**config.mk**
```make
export PLATFORM = sky130hd
export DESIGN_NAME = chunk_directory_scanner_flat
export DESIGN_NICKNAME = d
export VERILOG_FILES = /design/src/hw/rtl/cds_pkg.sv /design/src/hw/rtl/cds_in_if.sv /design/src/hw/rtl/cds_out_if.sv /design/src/hw/rtl/cds_fifo.sv /design/src/hw/rtl/cds_front.sv /design/src/hw/rtl/cds_back.sv /design/src/hw/rtl/chunk_directory_scanner.sv /design/src/flat_wrapper.sv
export VERILOG_INCLUDE_DIRS = /design/src /design/src/hw/rtl
export SDC_FILE = /design/constraint.sdc
export NUM_CORES = 1
export LEC_CHECK = 0
export ABC_AREA = 0
export BUFFER_PORTS_ARGS = -buffer_cell sky130_fd_sc_hd__buf_2
export CORE_ASPECT_RATIO = 1.2
export CORE_MARGIN = 2
export CORE_UTILIZATION = 42
export DETAILED_ROUTE_END_ITERATION = 16
export GPL_TIMING_DRIVEN = 0
export REMOVE_ABC_BUFFERS = 1
export SKIP_CTS_REPAIR_TIMING = 1
export SYNTH_ARGS = -nofsm -noshare
export SYNTH_HDL_FRONTEND = slang
export SYNTH_SLANG_ARGS = --single-unit
```
**constraint.sdc**
```tcl
create_clock -name clk -period 13.1 [get_ports clk]
set_clock_uncertainty 0.05 [all_clocks]
set_input_delay 3.275 -clock clk [delete_from_list [all_inputs] [get_ports clk]]
set_output_delay 3.275 -clock clk [all_outputs]
set_load 0.02 [all_outputs]
```
**src/hw/rtl/assert_macros.svh**
```systemverilog
// Assertion macros for the RTL that carries checks.
`ifndef ASSERT_MACROS_SVH
`define ASSERT_MACROS_SVH

// Same-cycle implication, sampled on clk, off while rst_n is low.
`define CDS_ASSERT_NOW(label, ante, cons, msg) \
  label: assert property (@(posedge clk) disable iff (!rst_n) (ante) |-> (cons)) else $error(msg);

// Next-cycle implication, sampled on clk, off while rst_n is low.
`define CDS_ASSERT_NEXT(label, ante, cons, msg) \
  label: assert property (@(posedge clk) disable iff (!rst_n) (ante) |=> (cons)) else $error(msg);

`endif

```
**src/hw/rtl/cds_pkg.sv**
```systemverilog
// Types, constants and the known chunk type table of the chunk directory scanner.
`timescale 1ns / 1ps

package cds_pkg;

  localparam int KNOWN_COUNT = 20;
  localparam int SLOT_W      = 5;

  localparam logic [31:0] MAP_PLAIN   = 32'h0000_000A;
  localparam logic [31:0] MAP_EXT     = 32'h0000_000B;
  localparam logic [31:0] TYPE_LIMIT  = 32'd1000000;
  localparam logic [31:0] HDR_BYTES   = 32'd8;
  localparam logic [31:0] TYPE_END    = 32'd0;

  localparam logic [31:0] KNOWN_TYPES [KNOWN_COUNT] = '{
    32'h0000_0001, 32'h0000_0002, 32'h0000_0003, 32'h0000_0004,
    32'h0000_0006, 32'h0000_0007, 32'h0000_0008, 32'h0000_0009,
    32'h0000_000A, 32'h0000_000B, 32'h0000_000C,
    32'h0001_0003, 32'h0002_0003, 32'h0003_0003, 32'h0004_0003,
    32'h0005_0003, 32'h0006_0003, 32'h0007_0003, 32'h0008_0003,
    32'h0009_0003
  };

  typedef enum logic [2:0] {
    KIND_HDR_OK    = 3'd0,
    KIND_HDR_BAD   = 3'd1,
    KIND_RECORDED  = 3'd2,
    KIND_IGNORED   = 3'd3,
    KIND_UNKNOWN   = 3'd4,
    KIND_DUPLICATE = 3'd5,
    KIND_END       = 3'd6
  } cds_kind_t;

  typedef enum logic [3:0] {
    PH_FILE_HDR  = 4'b0001,
    PH_CHUNK_HDR = 4'b0010,
    PH_SKIP      = 4'b0100,
    PH_STOPPED   = 4'b1000
  } cds_phase_t;

  // One classified header, as passed from the parser to the output side.
  typedef struct packed {
    cds_kind_t         kind;
    logic [SLOT_W-1:0] slot;
    logic [31:0]       offset;
    logic [31:0]       len_field;
    logic [31:0]       word;
    logic              ext;
  } cds_rec_t;

  typedef struct packed {
    logic full;
    logic empty;
  } cds_q_stat_t;

  typedef struct packed {
    logic              hit;
    logic [SLOT_W-1:0] slot;
  } cds_match_t;

  function automatic cds_match_t known_lookup(input logic [31:0] chunk_type);
    cds_match_t m;
    m.hit  = 1'b0;
    m.slot = '0;
    for (int i = KNOWN_COUNT - 1; i >= 0; i--) begin
      if (KNOWN_TYPES[i] == chunk_type) begin
        m.hit  = 1'b1;
        m.slot = SLOT_W'(i);
      end
    end
    return m;
  endfunction

endpackage

```
**src/hw/rtl/cds_in_if.sv**
```systemverilog
// Byte input channel of the chunk directory scanner.
`timescale 1ns / 1ps

interface cds_in_if;
  logic       valid;
  logic       ready;
  logic [7:0] data_byte;
  logic       file_start;

  modport source (output valid, output data_byte, output file_start, input ready);
  modport sink   (input valid, input data_byte, input file_start, output ready);
endinterface

```
**src/hw/rtl/cds_out_if.sv**
```systemverilog
// Result channel of the chunk directory scanner.
`timescale 1ns / 1ps

interface cds_out_if;
  logic        valid;
  logic        ready;
  logic [2:0]  event_kind;
  logic [4:0]  slot_index;
  logic [31:0] data_offset;
  logic [31:0] data_length;
  logic [31:0] header_word;
  logic        extended_variant;

  modport source (output valid, output event_kind, output slot_index, output data_offset,
                  output data_length, output header_word, output extended_variant,
                  input ready);
  modport sink   (input valid, input event_kind, input slot_index, input data_offset,
                  input data_length, input header_word, input extended_variant,
                  output ready);
endinterface

```
**src/hw/rtl/cds_fifo.sv**
```systemverilog
// Short record queue between the parser and the output stage.
`timescale 1ns / 1ps

module cds_fifo #(
  parameter int DEPTH = 4
) (
  input  logic                clk,
  input  logic                rst_n,
  input  logic                push,
  input  cds_pkg::cds_rec_t   push_rec,
  input  logic                pop,
  output cds_pkg::cds_rec_t   head_rec,
  output cds_pkg::cds_q_stat_t stat
);

  localparam int AW = $clog2(DEPTH);
  localparam int CW = $clog2(DEPTH + 1);

  cds_pkg::cds_rec_t entries_r [DEPTH];
  logic [AW-1:0] wr_ptr_r, wr_ptr_nxt;
  logic [AW-1:0] rd_ptr_r, rd_ptr_nxt;
  logic [CW-1:0] count_r, count_nxt;
  logic          do_push, do_pop;

  assign stat.full  = (count_r == CW'(DEPTH));
  assign stat.empty = (count_r == '0);
  assign do_push    = push && !stat.full;
  assign do_pop     = pop && !stat.empty;
  assign head_rec   = entries_r[rd_ptr_r];

  always_comb begin
    wr_ptr_nxt = wr_ptr_r;
    rd_ptr_nxt = rd_ptr_r;
    count_nxt  = count_r;
    if (do_push) begin
      wr_ptr_nxt = (wr_ptr_r == AW'(DEPTH - 1)) ? '0 : wr_ptr_r + AW'(1);
    end
    if (do_pop) begin
      rd_ptr_nxt = (rd_ptr_r == AW'(DEPTH - 1)) ? '0 : rd_ptr_r + AW'(1);
    end
    if (do_push && !do_pop) begin
      count_nxt = count_r + CW'(1);
    end else if (do_pop && !do_push) begin
      count_nxt = count_r - CW'(1);
    end
  end

  always_ff @(posedge clk) begin
    if (!rst_n) begin
      wr_ptr_r <= '0;
      rd_ptr_r <= '0;
      count_r  <= '0;
    end else begin
      wr_ptr_r <= wr_ptr_nxt;
      rd_ptr_r <= rd_ptr_nxt;
      count_r  <= count_nxt;
    end
  end

  always_ff @(posedge clk) begin
    if (do_push) begin
      entries_r[wr_ptr_r] <= push_rec;
    end
  end

endmodule

```
**src/hw/rtl/cds_front.sv**
```systemverilog
// Byte parser: gathers headers, tracks position and skips, classifies chunk types.
`timescale 1ns / 1ps

module cds_front (
  input  logic              clk,
  input  logic              rst_n,
  input  logic              byte_fire,
  input  logic [7:0]        data_byte,
  input  logic              file_start,
  output logic              rec_valid,
  output cds_pkg::cds_rec_t rec
);

  cds_pkg::cds_phase_t phase_r, phase_nxt, phase_eff;
  logic [2:0]  cnt_r, cnt_nxt, cnt_eff;
  logic [63:0] shift_r, shift_nxt;
  logic [31:0] skip_r, skip_nxt;
  logic [31:0] pos_r, pos_nxt;
  logic [cds_pkg::KNOWN_COUNT-1:0] seen_r, seen_nxt, seen_eff;
  logic        var_r, var_nxt, var_eff;
  logic [31:0] lo, hi, dlen;
  cds_pkg::cds_match_t match;

  always_comb begin
    // file_start clears the scan state before the byte is used
    phase_eff = file_start ? cds_pkg::PH_FILE_HDR : phase_r;
    cnt_eff   = file_start ? 3'd0 : cnt_r;
    seen_eff  = file_start ? '0 : seen_r;
    var_eff   = file_start ? 1'b0 : var_r;

    shift_nxt = {data_byte, shift_r[63:8]};
    lo        = shift_nxt[31:0];
    hi        = shift_nxt[63:32];
    dlen      = hi - cds_pkg::HDR_BYTES;
    match     = cds_pkg::known_lookup(lo);

    phase_nxt = phase_r;
    cnt_nxt   = cnt_r;
    skip_nxt  = skip_r;
    pos_nxt   = pos_r;
    seen_nxt  = seen_r;
    var_nxt   = var_r;

    rec_valid     = 1'b0;
    rec           = '0;
    rec.kind      = cds_pkg::KIND_HDR_OK;
    rec.offset    = pos_nxt;
    rec.len_field = hi;
    rec.word      = lo;
    rec.ext       = var_eff;

    if (byte_fire) begin
      phase_nxt  = phase_eff;
      cnt_nxt    = cnt_eff;
      seen_nxt   = seen_eff;
      var_nxt    = var_eff;
      pos_nxt    = (file_start ? 32'd0 : pos_r) + 32'd1;
      rec.offset = pos_nxt;
      unique case (phase_eff) inside
        cds_pkg::PH_FILE_HDR, cds_pkg::PH_CHUNK_HDR: begin
          cnt_nxt = cnt_eff + 3'd1;
          if (cnt_eff == 3'd7) begin
            rec_valid = 1'b1;
            if (phase_eff == cds_pkg::PH_FILE_HDR) begin
              if (hi == cds_pkg::MAP_PLAIN || hi == cds_pkg::MAP_EXT) begin
                var_nxt   = (hi == cds_pkg::MAP_EXT);
                phase_nxt = cds_pkg::PH_CHUNK_HDR;
                rec.kind  = cds_pkg::KIND_HDR_OK;
                rec.ext   = (hi == cds_pkg::MAP_EXT);
              end else begin
                var_nxt   = 1'b0;
                phase_nxt = cds_pkg::PH_STOPPED;
                rec.kind  = cds_pkg::KIND_HDR_BAD;
                rec.ext   = 1'b0;
              end
            end else if (lo == cds_pkg::TYPE_END) begin
              phase_nxt = cds_pkg::PH_STOPPED;
              rec.kind  = cds_pkg::KIND_END;
            end else if (match.hit && lo <= cds_pkg::TYPE_LIMIT && seen_eff[match.slot]) begin
              phase_nxt = cds_pkg::PH_STOPPED;
              rec.kind  = cds_pkg::KIND_DUPLICATE;
              rec.slot  = match.slot;
            end else begin
              if (lo > cds_pkg::TYPE_LIMIT) begin
                rec.kind = cds_pkg::KIND_IGNORED;
              end else if (!match.hit) begin
                rec.kind = cds_pkg::KIND_UNKNOWN;
              end else begin
                rec.kind                = cds_pkg::KIND_RECORDED;
                rec.slot                = match.slot;
                seen_nxt[match.slot]    = 1'b1;
              end
              if (dlen != 32'd0) begin
                skip_nxt  = dlen;
                phase_nxt = cds_pkg::PH_SKIP;
              end
            end
          end
        end
        cds_pkg::PH_SKIP: begin
          skip_nxt = skip_r - 32'd1;
          if (skip_r == 32'd1) begin
            phase_nxt = cds_pkg::PH_CHUNK_HDR;
          end
        end
        cds_pkg::PH_STOPPED: begin
          phase_nxt = cds_pkg::PH_STOPPED;
        end
        default: begin
          phase_nxt = cds_pkg::PH_FILE_HDR;
        end
      endcase
    end
  end

  always_ff @(posedge clk) begin
    if (!rst_n) begin
      phase_r <= cds_pkg::PH_FILE_HDR;
      cnt_r   <= 3'd0;
      skip_r  <= 32'd0;
      pos_r   <= 32'd0;
      seen_r  <= '0;
      var_r   <= 1'b0;
    end else begin
      phase_r <= phase_nxt;
      cnt_r   <= cnt_nxt;
      skip_r  <= skip_nxt;
      pos_r   <= pos_nxt;
      seen_r  <= seen_nxt;
      var_r   <= var_nxt;
    end
  end

  // header bytes are fully replaced before each use, no reset needed
  always_ff @(posedge clk) begin
    if (byte_fire) begin
      shift_r <= shift_nxt;
    end
  end

endmodule

```
**src/hw/rtl/cds_back.sv**
```systemverilog
// Output stage: pops classified records, formats fields, holds them for the sink.
`timescale 1ns / 1ps

module cds_back (
  input  logic                 clk,
  input  logic                 rst_n,
  input  cds_pkg::cds_rec_t    head_rec,
  input  cds_pkg::cds_q_stat_t q_stat,
  output logic                 pop,
  cds_out_if.source            out_chan
);

  logic        valid_r, valid_nxt;
  logic [2:0]  kind_r;
  logic [4:0]  slot_r;
  logic [31:0] offset_r, length_r, word_r;
  logic        ext_r;
  logic        is_file_hdr;

  assign pop         = !q_stat.empty && (!valid_r || out_chan.ready);
  assign is_file_hdr = (head_rec.kind == cds_pkg::KIND_HDR_OK) ||
                       (head_rec.kind == cds_pkg::KIND_HDR_BAD);

  always_comb begin
    valid_nxt = valid_r;
    if (pop) begin
      valid_nxt = 1'b1;
    end else if (out_chan.ready) begin
      valid_nxt = 1'b0;
    end
  end

  always_ff @(posedge clk) begin
    if (!rst_n) begin
      valid_r <= 1'b0;
    end else begin
      valid_r <= valid_nxt;
    end
  end

  // file header events carry no offset or length
  always_ff @(posedge clk) begin
    if (pop) begin
      kind_r   <= head_rec.kind;
      slot_r   <= head_rec.slot;
      offset_r <= is_file_hdr ? 32'd0 : head_rec.offset;
      length_r <= is_file_hdr ? 32'd0 : head_rec.len_field - cds_pkg::HDR_BYTES;
      word_r   <= head_rec.word;
      ext_r    <= head_rec.ext;
    end
  end

  assign out_chan.valid            = valid_r;
  assign out_chan.event_kind       = kind_r;
  assign out_chan.slot_index       = slot_r;
  assign out_chan.data_offset      = offset_r;
  assign out_chan.data_length      = length_r;
  assign out_chan.header_word      = word_r;
  assign out_chan.extended_variant = ext_r;

endmodule

```
**src/hw/rtl/chunk_directory_scanner.sv**
```systemverilog
// Top level of the chunk directory scanner: parser, record queue and output stage.
// Usage:
//   in_chan  : one file byte per item (data_byte), file_start high on the first
//              byte of a new file; it clears all scan state before that byte.
//   out_chan : at most one event per byte, on the byte that completes an 8-byte
//              file or chunk header: kind, slot, data offset, data length,
//              header word and variant flag.
// Throughput: one byte per clock while the queue has room. Chunk data bytes are counted down, one per
//   clock, and give no event.
// Path: the edge that accepts the last header byte writes the event into the
//   queue; the output register then loads it from the queue head once it is
//   free or the sink takes its current event, and drives out_chan.valid.
// Stall: events wait in a QUEUE_DEPTH-entry queue plus the output register;
//   in_chan.ready drops only when the queue is full, so bytes keep flowing while
//   the sink is briefly stalled.
// Reset: synchronous, active low rst_n; returns to the file header phase,
//   position zero, all seen bits clear, queue and output empty. No clearing pass.
// After a bad map type, a duplicate known type or an end mark, bytes are still
//   taken but give no events until the next file_start.
`timescale 1ns / 1ps
`include "assert_macros.svh"

module chunk_directory_scanner #(
  parameter int QUEUE_DEPTH = 4
) (
  input logic       clk,
  input logic       rst_n,
  cds_in_if.sink    in_chan,
  cds_out_if.source out_chan
);

  logic                 byte_fire;
  logic                 rec_valid;
  cds_pkg::cds_rec_t    rec;
  cds_pkg::cds_rec_t    head_rec;
  cds_pkg::cds_q_stat_t q_stat;
  logic                 pop;

  // Ready is the queue's room alone: the parser never needs more than one slot a byte.
  assign in_chan.ready = !q_stat.full;
  assign byte_fire     = in_chan.valid && in_chan.ready;

  cds_front u_front (
    .clk        (clk),
    .rst_n      (rst_n),
    .byte_fire  (byte_fire),
    .data_byte  (in_chan.data_byte),
    .file_start (in_chan.file_start),
    .rec_valid  (rec_valid),
    .rec        (rec)
  );

  cds_fifo #(
    .DEPTH (QUEUE_DEPTH)
  ) u_fifo (
    .clk      (clk),
    .rst_n    (rst_n),
    .push     (rec_valid),
    .push_rec (rec),
    .pop      (pop),
    .head_rec (head_rec),
    .stat     (q_stat)
  );

  cds_back u_back (
    .clk      (clk),
    .rst_n    (rst_n),
    .head_rec (head_rec),
    .q_stat   (q_stat),
    .pop      (pop),
    .out_chan (out_chan)
  );

  // Checks
  `CDS_ASSERT_NOW(a_q_stat_sane, 1'b1, !(q_stat.full && q_stat.empty), "queue full and empty")
  `CDS_ASSERT_NEXT(a_push_reaches_out, rec_valid && q_stat.empty && !out_chan.valid, pop, "event not popped")
  `CDS_ASSERT_NOW(a_slot_only_on_match, out_chan.valid && out_chan.slot_index != 5'd0, out_chan.event_kind == cds_pkg::KIND_RECORDED || out_chan.event_kind == cds_pkg::KIND_DUPLICATE, "slot on non-matching event")
  `CDS_ASSERT_NOW(a_no_push_when_full, rec_valid, !q_stat.full, "push into full queue")

endmodule

```
**src/flat_wrapper.sv**
```systemverilog
// flat-port wrapper written by rule: the top's interface ports become plain ports
module chunk_directory_scanner_flat 
#(
  parameter int QUEUE_DEPTH = 4
)
  (clk, rst_n, in_chan_valid, in_chan_data_byte, in_chan_file_start, in_chan_ready, out_chan_valid, out_chan_event_kind, out_chan_slot_index, out_chan_data_offset, out_chan_data_length, out_chan_header_word, out_chan_extended_variant, out_chan_ready);
  cds_in_if in_chan_i ();
  cds_out_if out_chan_i ();
  input logic clk;
  input logic rst_n;
  input wire logic [$bits(in_chan_i.valid)-1:0] in_chan_valid;
  input wire logic [$bits(in_chan_i.data_byte)-1:0] in_chan_data_byte;
  input wire logic [$bits(in_chan_i.file_start)-1:0] in_chan_file_start;
  output wire logic [$bits(in_chan_i.ready)-1:0] in_chan_ready;
  output wire logic [$bits(out_chan_i.valid)-1:0] out_chan_valid;
  output wire logic [$bits(out_chan_i.event_kind)-1:0] out_chan_event_kind;
  output wire logic [$bits(out_chan_i.slot_index)-1:0] out_chan_slot_index;
  output wire logic [$bits(out_chan_i.data_offset)-1:0] out_chan_data_offset;
  output wire logic [$bits(out_chan_i.data_length)-1:0] out_chan_data_length;
  output wire logic [$bits(out_chan_i.header_word)-1:0] out_chan_header_word;
  output wire logic [$bits(out_chan_i.extended_variant)-1:0] out_chan_extended_variant;
  input wire logic [$bits(out_chan_i.ready)-1:0] out_chan_ready;
  assign in_chan_i.valid = in_chan_valid;
  assign in_chan_i.data_byte = in_chan_data_byte;
  assign in_chan_i.file_start = in_chan_file_start;
  assign in_chan_ready = in_chan_i.ready;
  assign out_chan_valid = out_chan_i.valid;
  assign out_chan_event_kind = out_chan_i.event_kind;
  assign out_chan_slot_index = out_chan_i.slot_index;
  assign out_chan_data_offset = out_chan_i.data_offset;
  assign out_chan_data_length = out_chan_i.data_length;
  assign out_chan_header_word = out_chan_i.header_word;
  assign out_chan_extended_variant = out_chan_i.extended_variant;
  assign out_chan_i.ready = out_chan_ready;
  chunk_directory_scanner #(.QUEUE_DEPTH(QUEUE_DEPTH)) u_core (.clk(clk), .rst_n(rst_n), .in_chan(in_chan_i), .out_chan(out_chan_i));
endmodule
```
# [After elaboration in Yosys (flattened, before gate mapping)]
# Memory sizes are Yosys's and may differ from the RTL's. A register that Yosys moved wholly into a read port is not among the register bits.
# Index checks and enable logic that the tools add are counted.
[totals] memories=1 romBits=0 latchBits=0 input_bits=13 reg_bits=269 ram_bits=420 word_cells=177 out_inout_bits=107
[classes] mux=82 shifts=0 div=0 multipliers=0 reduce_logical=26 bitwise_logic=1 n_eq_ne=37 n_addsub=9 magnitude_cmp=4
[memory_table] name="u_core.u_fifo.entries_r" words=4 width=105 read_ports=1 rd_ports_with_merged_regs=1 wr=1 line_no="cds_fifo.sv:19" rtl="cds_pkg::cds_rec_t entries_r [DEPTH];"
[ops] op="32-bit two-way mux" n=6
[ops] op="4-bit by 32-bit equality test with 1-bit output (first input constant)" n=5
[ops] op="20-bit two-way mux" n=8
[ops] op="19-bit by 32-bit equality test with 1-bit output (first input constant)" n=4
[ops] op="6-bit two-way mux" n=20
[ops] op="3-bit by 32-bit equality test with 1-bit output (first input constant)" n=3
[ops] op="18-bit by 32-bit equality test with 1-bit output (first input constant)" n=2
[ops] op="2-bit by 32-bit equality test with 1-bit output (first input constant)" n=2
[ops] op="20-bit by 32-bit equality test with 1-bit output (first input constant)" n=2
[ops] op="32-bit by 4-bit equality test with 1-bit output (second input constant)" n=2
[ops] op="32-bit one-hot mux with 2 select lines" n=1
[ops] op="32-bit by 4-bit subtractor with 32-bit output (second input constant)" n=2
[ops] op="40-bit two-way mux" n=1
[ops] op="32-bit by 1-bit adder with 32-bit output (second input constant)" n=1
[ops] op="1-bit by 32-bit equality test with 1-bit output (first input constant)" n=1
[ops] op="17-bit by 32-bit equality test with 1-bit output (first input constant)" n=1
[ops] op="32-bit by 1-bit equality test with 1-bit output (second input constant)" n=1
[ops] op="32-bit by 20-bit greater-than comparator with 1-bit output (second input constant)" n=1
[ops] op="32-bit by 20-bit less-or-equal comparator with 1-bit output (second input constant)" n=1
[ops] op="32-bit zero test" n=1
[ops] op="4-bit two-way mux" n=8
[ops] op="32-bit nonzero test" n=1
[ops] op="32-bit by 1-bit subtractor with 32-bit output (second input constant)" n=1
[ops] op="3-bit two-way mux" n=8
[ops] op="28 further kinds" n=76

# [Depth between registers and ports, before layout]
[logic_depth] word_depth=33 depth_mapped=15 depth_no_buf=12

# [Cells and area by module]
# A second synthesis with hierarchy kept.
[hier_totals] hier_cells=1897 area_unflattened_um2=28481.1
[modules_own_cells] mod="cds_fifo" area_per_inst_um2=15636.2 seq_area_each_um2=12792.3 instances=1 cells_per_inst=600
[modules_own_cells] mod="cds_front" area_per_inst_um2=8662.1 seq_area_each_um2=3523.4 instances=1 cells_per_inst=1024
[modules_own_cells] mod="cds_back" area_per_inst_um2=4172.8 seq_area_each_um2=3173.0 instances=1 cells_per_inst=271
[modules_own_cells] mod="chunk_directory_scanner" area_per_inst_um2=10.0 seq_area_each_um2=0.0 instances=1 cells_per_inst=2

# [Worst setup path before layout]
# OpenSTA, ideal clock, no wires.
[synth_path] path_kind="input -> register" startpoint="in out_chan_ready" endpoint="reg u_core.u_fifo.count_r[2]" arrival_ns=10.193 setup_time_ns=0.071 path_buffers=0 t_required_ns=12.979 path_stages=9 path_slack_ns=2.786 path_cell_list="inv_1 -> a21oi_1 -> inv_1 -> ha_1 -> inv_1 -> fa_1 -> xor2_1 -> or3_1 -> a21oi_1"
[synth_via] elab_chain_cells=6 elab_cells_between_ends=8 classes_between="mux: 1; reduce/logical: 7"
[synth_lines] item="start, declared" line_no="flat_wrapper.sv:22" rtl="input wire logic [$bits(out_chan_i.ready)-1:0] out_chan_ready;"
[synth_lines] item="1-bit logical OR (*)" line_no="cds_back.sv:20" rtl="assign pop = !q_stat.empty && (!valid_r || out_chan.ready);"
[synth_lines] item="1-bit logical AND (*)" line_no="cds_back.sv:20"
[synth_lines] item="via u_core.pop" line_no="chunk_directory_scanner.sv:37" rtl="logic pop;"
[synth_lines] item="1-bit logical AND (*)" line_no="cds_fifo.sv:28" rtl="assign do_pop = pop && !stat.empty;"
[synth_lines] item="1-bit zero test" line_no="cds_fifo.sv:41" rtl="if (do_push && !do_pop) begin"
[synth_lines] item="1-bit logical AND" line_no="cds_fifo.sv:41"
[synth_lines] item="3-bit two-way mux / 2-bit nonzero test (equally long branches)"
[synth_lines] item="end signal, assigned" line_no="cds_fifo.sv:56" rtl="count_r <= count_nxt;"
[synth_lines] item="end, declared" line_no="cds_fifo.sv:22" rtl="logic [CW-1:0] count_r, count_nxt;"
# The timed path passes the listed nets; every way through them passes the cells marked *.
# A chain may end at the register's enable or synchronous reset.

# [Worst setup path in the final report]
[layout_path] startpoint="in in_chan_data_byte[0]" endpoint="reg u_core.u_front.skip_r[7]"
[layout_via] elab_chain_cells=4
[layout_lines] item="start, declared" line_no="flat_wrapper.sv:12" rtl="input wire logic [$bits(in_chan_i.data_byte)-1:0] in_chan_data_byte;"
[layout_lines] item="32-bit by 4-bit subtractor with 32-bit output" line_no="cds_front.sv:34" rtl="dlen = hi - cds_pkg::HDR_BYTES;"
[layout_lines] item="32-bit nonzero test" line_no="cds_front.sv:93" rtl="if (dlen != 32'd0) begin"
[layout_lines] item="2-bit inequality test (no line)"
[layout_lines] item="7-bit AND reduction (no line)"
[layout_lines] item="end signal, assigned" line_no="cds_front.sv:127" rtl="skip_r <= skip_nxt;"
[layout_lines] item="end, declared" line_no="cds_front.sv:17" rtl="logic [31:0] skip_r, skip_nxt;"
# Every way passes these cells.

==> results list <==
- Ys Warns: 0
- Post-route cell area: 32100 um2
- Worst Hold Class: flop to flop
- Cell internal power was estimated by the tool at 4.27 mW.
- Starting DRT DRC Count: 1078
* Overall Power: 5.97 mW
- After legalization and detailed placement, the total HPWL measured 38300 um.
- The detailed router used layers up to and including met5.
* Max_slew headroom: 8.98%
- The repair_antennas step left the layout with diodes totalling 0.
* Critical path data arrival time: 7.18 ns
- Leading cell type in the layout, fill and taps excluded: edfxtp_1
- The congestion estimate from routability-driven global placement came to 0.872.
- Clock Sink Count: 683
- Critical Path Source Type: input pin
- Minimum period implied by the final worst setup slack: 6.74 ns
* Achievable Freq: 148 MHz
- Synthesized flop and latch total: 683
- Proportion of power drawn by combinational gates: 20.1%
* Port buffer count: 119
- Slowest stage cell on the critical path: a21oi_4
* Total congestion overflow: 0
* Required @ worst endpoint: 13.54 ns
- Number of setup violations in the final report: 0
- Synth Flop Type: edfxtp_1
* Depth of the CTS H-tree: 3
- The flow ran to the end, and the final reports show no timing, DRC or antenna violations.
- Drt via density: 5.52
- Final total negative setup slack: 0 ns
- From bottom edge to top edge, the die measures 287 um.
- Routed length on met1: 24600 um
- The worst setup path is captured at a flop.
* Die ar.: 68800 um2
- The initial antenna violation count came to 1.
* Post-synthesis sequential area ratio: 69.5%
- Once placement finished, the instance area stood at 30000 um2.
- The hold violation count in the final report was 0.
* Antenna viol nets, final: 0
- The tool flagged a number of max-cap violations equal to 0.
* Biggest cell delay along the critical path: 0.79 ns
- Leaving out fill and tap cells, the most frequent cells in the layout are edfxtp_1 (581), nor2_1 (147), nand2_1 (120).
- Number of buffers added by the clock tree synthesis step: 67
- Net switching is 28.5% of the power.
- Count of pins on the block boundary: 120
- Floorplan core area: 66000 um2
- Cell Pwr Density: 186 nW/um2
- In this run the horizontal extent of the chip is 240 um.
- In this run the worst path has a maximum fanout of 37.
- For this run, the share of the core covered by cells in the final layout is 48.7%.
- The floorplan has 103 rows.
- The share of total power dissipated in the clock network is 31.5%.
- Unique cell type count in the Yosys netlist: 84
- CTS Root Buffer Type: clkbuf_16
- Portion of total power attributed to sequential cells: 48.5%
* EDFF count, synth: 581
- First drt pass iteration count: 5
* Amount of wire on met2 after detailed routing: 31800 um
- Leaving out filler cells and counting taps, the final layout contains 2917.
* Synthesized cell area: 28000 um2
- GR Util All Layers: 17.7%
- Setup repair after global routing missed its margin: false
- The number of placed instances, taps included, is 2797.
- Share of final-layout standard cells stronger than drive strength 1: 19.3%
- Slew @ Worst Pin: 1.37 ns
* Switching pwr: 1.70 mW
* Peak supply drop: 89.9 uV
* # DRC: 0
- Async set or reset register ratio after synthesis: 0%
- Number of nets in the layout: 2001
* Worst-path clk slew: 0.06 ns
- Part of the cycle the worst path needs: 51.4%
* Sequence of cells on the critical path: buf_2, or4_1, or4_1, nor2_1, nand2_1, xor2_1, o211ai_1, nor4_4, nor2_2, a21oi_4, nor2_1, o221a_2
- Final slew viol count: 0
- Clock latency of the later-clocked register in the worst-skew pair: 0.60 ns
- Number of buffers on the longest clock path: 3
- Post-Route WL: 60500 um
* Routed wire length on met3: 2310 um
- Number of standard cells after synthesis: 1853
- Entering global routing, the biggest net connects 63 pins.
- Clock tree from TritonCTS: yes
- Global-route wire length before repair: 94100 um
- The worst setup path is of the input pin to flop kind.
* Area growth from synthesis to layout: 14.5%
- Via count of the routed design: 16100
- For this configuration, the core starts out at a cell density of 42.5%.
* Post-synthesis average cell area: 15.1 um2
- Via count of the first global-routing pass: 16600
* Standby leakage power: 10.5 nW
* Mean routed wirelength per cell: 20.8 um
-- worst max-delay path: cells and delay by family --
family	cells	cell delay, ns
XOR/XNOR	1	0.26
buffers and inverters	1	0.18
AND/OR/NAND/NOR	7	2.16
AO/OA/AOI/OAI	3	1.28
-- synthesized netlist by cell type (7+ instances only) --
library cell | number | share of area (%)
buf_2 | 7 | 0.12
buf_1 | 14 | 0.19
or3_1 | 23 | 0.51
edfxtp_1 | 581 | 62
a31oi_1 | 22 | 0.49
ha_1 | 13 | 0.58
xor2_1 | 37 | 1.2
o32ai_1 | 7 | 0.22
o21ai_1 | 7 | 0.12
nor2b_1 | 50 | 1.1
clkbuf_1 | 65 | 0.87
o22ai_1 | 7 | 0.16
inv_1 | 27 | 0.36
and3_1 | 16 | 0.36
nand3_1 | 27 | 0.48
nand4_1 | 20 | 0.45
or2_2 | 10 | 0.22
o21ai_0 | 60 | 1.1
o211ai_1 | 10 | 0.27
nor2_1 | 148 | 2.0
and2_1 | 41 | 0.92
nor3_1 | 55 | 0.98
mux4_2 | 105 | 8.4
nand2b_1 | 11 | 0.25
a22oi_1 | 12 | 0.32
nand2_1 | 120 | 1.6
mux2i_1 | 9 | 0.32
dfxtp_1 | 102 | 7.3
nor4_1 | 21 | 0.47
o31ai_1 | 11 | 0.29
a21oi_1 | 62 | 1.1
xnor2_1 | 33 | 1.0
nor3b_1 | 8 | 0.21
-- routing by layer --
layer | track usage (%) | up-vias
met5 | 0 | -
met4 | 7.19 | 2
met3 | 2.67 | 109
met2 | 31.6 | 352
met1 | 21.5 | 8226
li1 | - | 7401
-- power by group through the flow --
| stage | logic (mW) | registers [mW] | clock network (mW) |
|---|---|---|---|
| after floorplan | 0.568 | 3.19 | 0 |
| after global placement | 1.14 | 3.11 | 0 |
| after detailed placement | 1.22 | 2.95 | 0 |
| after CTS | 1.22 | 2.90 | 1.93 |
| after global routing | 1.29 | 2.93 | 2.01 |
| final | 1.20 | 2.89 | 1.88 |
-- state kept, by name, indices dropped and copies added, names as in the netlist, 3 cells and up, named ones only --
signal / count
u_core.u_fifo.count_r: 3
u_core.u_back.out_chan.header_word: 32
u_core.u_front.seen_r: 20
u_core.u_front.skip_r: 32
u_core.u_back.out_chan.slot_index: 5
u_core.u_front.phase_r: 4
u_core.u_front.pos_r: 32
u_core.u_back.out_chan.event_kind: 3
u_core.u_front.shift_r: 56
u_core.u_back.out_chan.data_offset: 32
u_core.u_front.cnt_r: 3
u_core.u_fifo.entries_r: 420
u_core.u_back.out_chan.data_length: 32
-- stage by stage --
stage | setup WS, ns | hold slack, ns
floorplan | 2.78 | 0.371
global placement | -1.33 | 0.391
detailed placement | 5.74 | 0.396
CTS | 6.38 | 0.410
global route | 6.12 | 0.449
finish | 6.36 | 0.412
-- path summary, 6_finish.rpt --
| kind | slack (ns) | cells past startpoint | to | from |
|---|---|---|---|---|
| worst min register to register | 0.41 | 2 | u_core.u_front.seen_r[4] | u_core.u_front.seen_r[4] |
| worst min-delay path | 0.41 | 2 | u_core.u_front.seen_r[4] | u_core.u_front.seen_r[4] |
| worst max-delay path | 6.36 | 12 | u_core.u_front.skip_r[7] | in_chan_data_byte[0] |
| worst max register to register | 8.39 | 10 | u_core.u_front.skip_r[7] | u_core.u_front.shift_r[21] |
-- final cells by class --
type                    count  area [um2]
fillers                  5588       33900
flip-flops and latches    683       19500
multi-input cells        1052        8110
clock buffers              89        1820
repair buffers            143        1160
well taps                 892        1120
clock inverters            31         298
inverters                  27         104
-- logic make-up (layout without fill, tap and decap cells) --
| logic type | after synthesis | after routing | share of synthesized area, % |
|---|---|---|---|
| buffers and inverters | 118 | 290 | 1.71 |
| DFF | 683 | 683 | 69.5 |
| muxes | 117 | 117 | 8.88 |
| and+or+nand+nor | 591 | 591 | 11.0 |
| AOI/OAI and AO/OA | 260 | 260 | 6.09 |
| xor gates and xnor gates | 70 | 70 | 2.19 |
| adders and majority gates | 14 | 14 | 0.652 |
(Power assumes the default switching activity.)
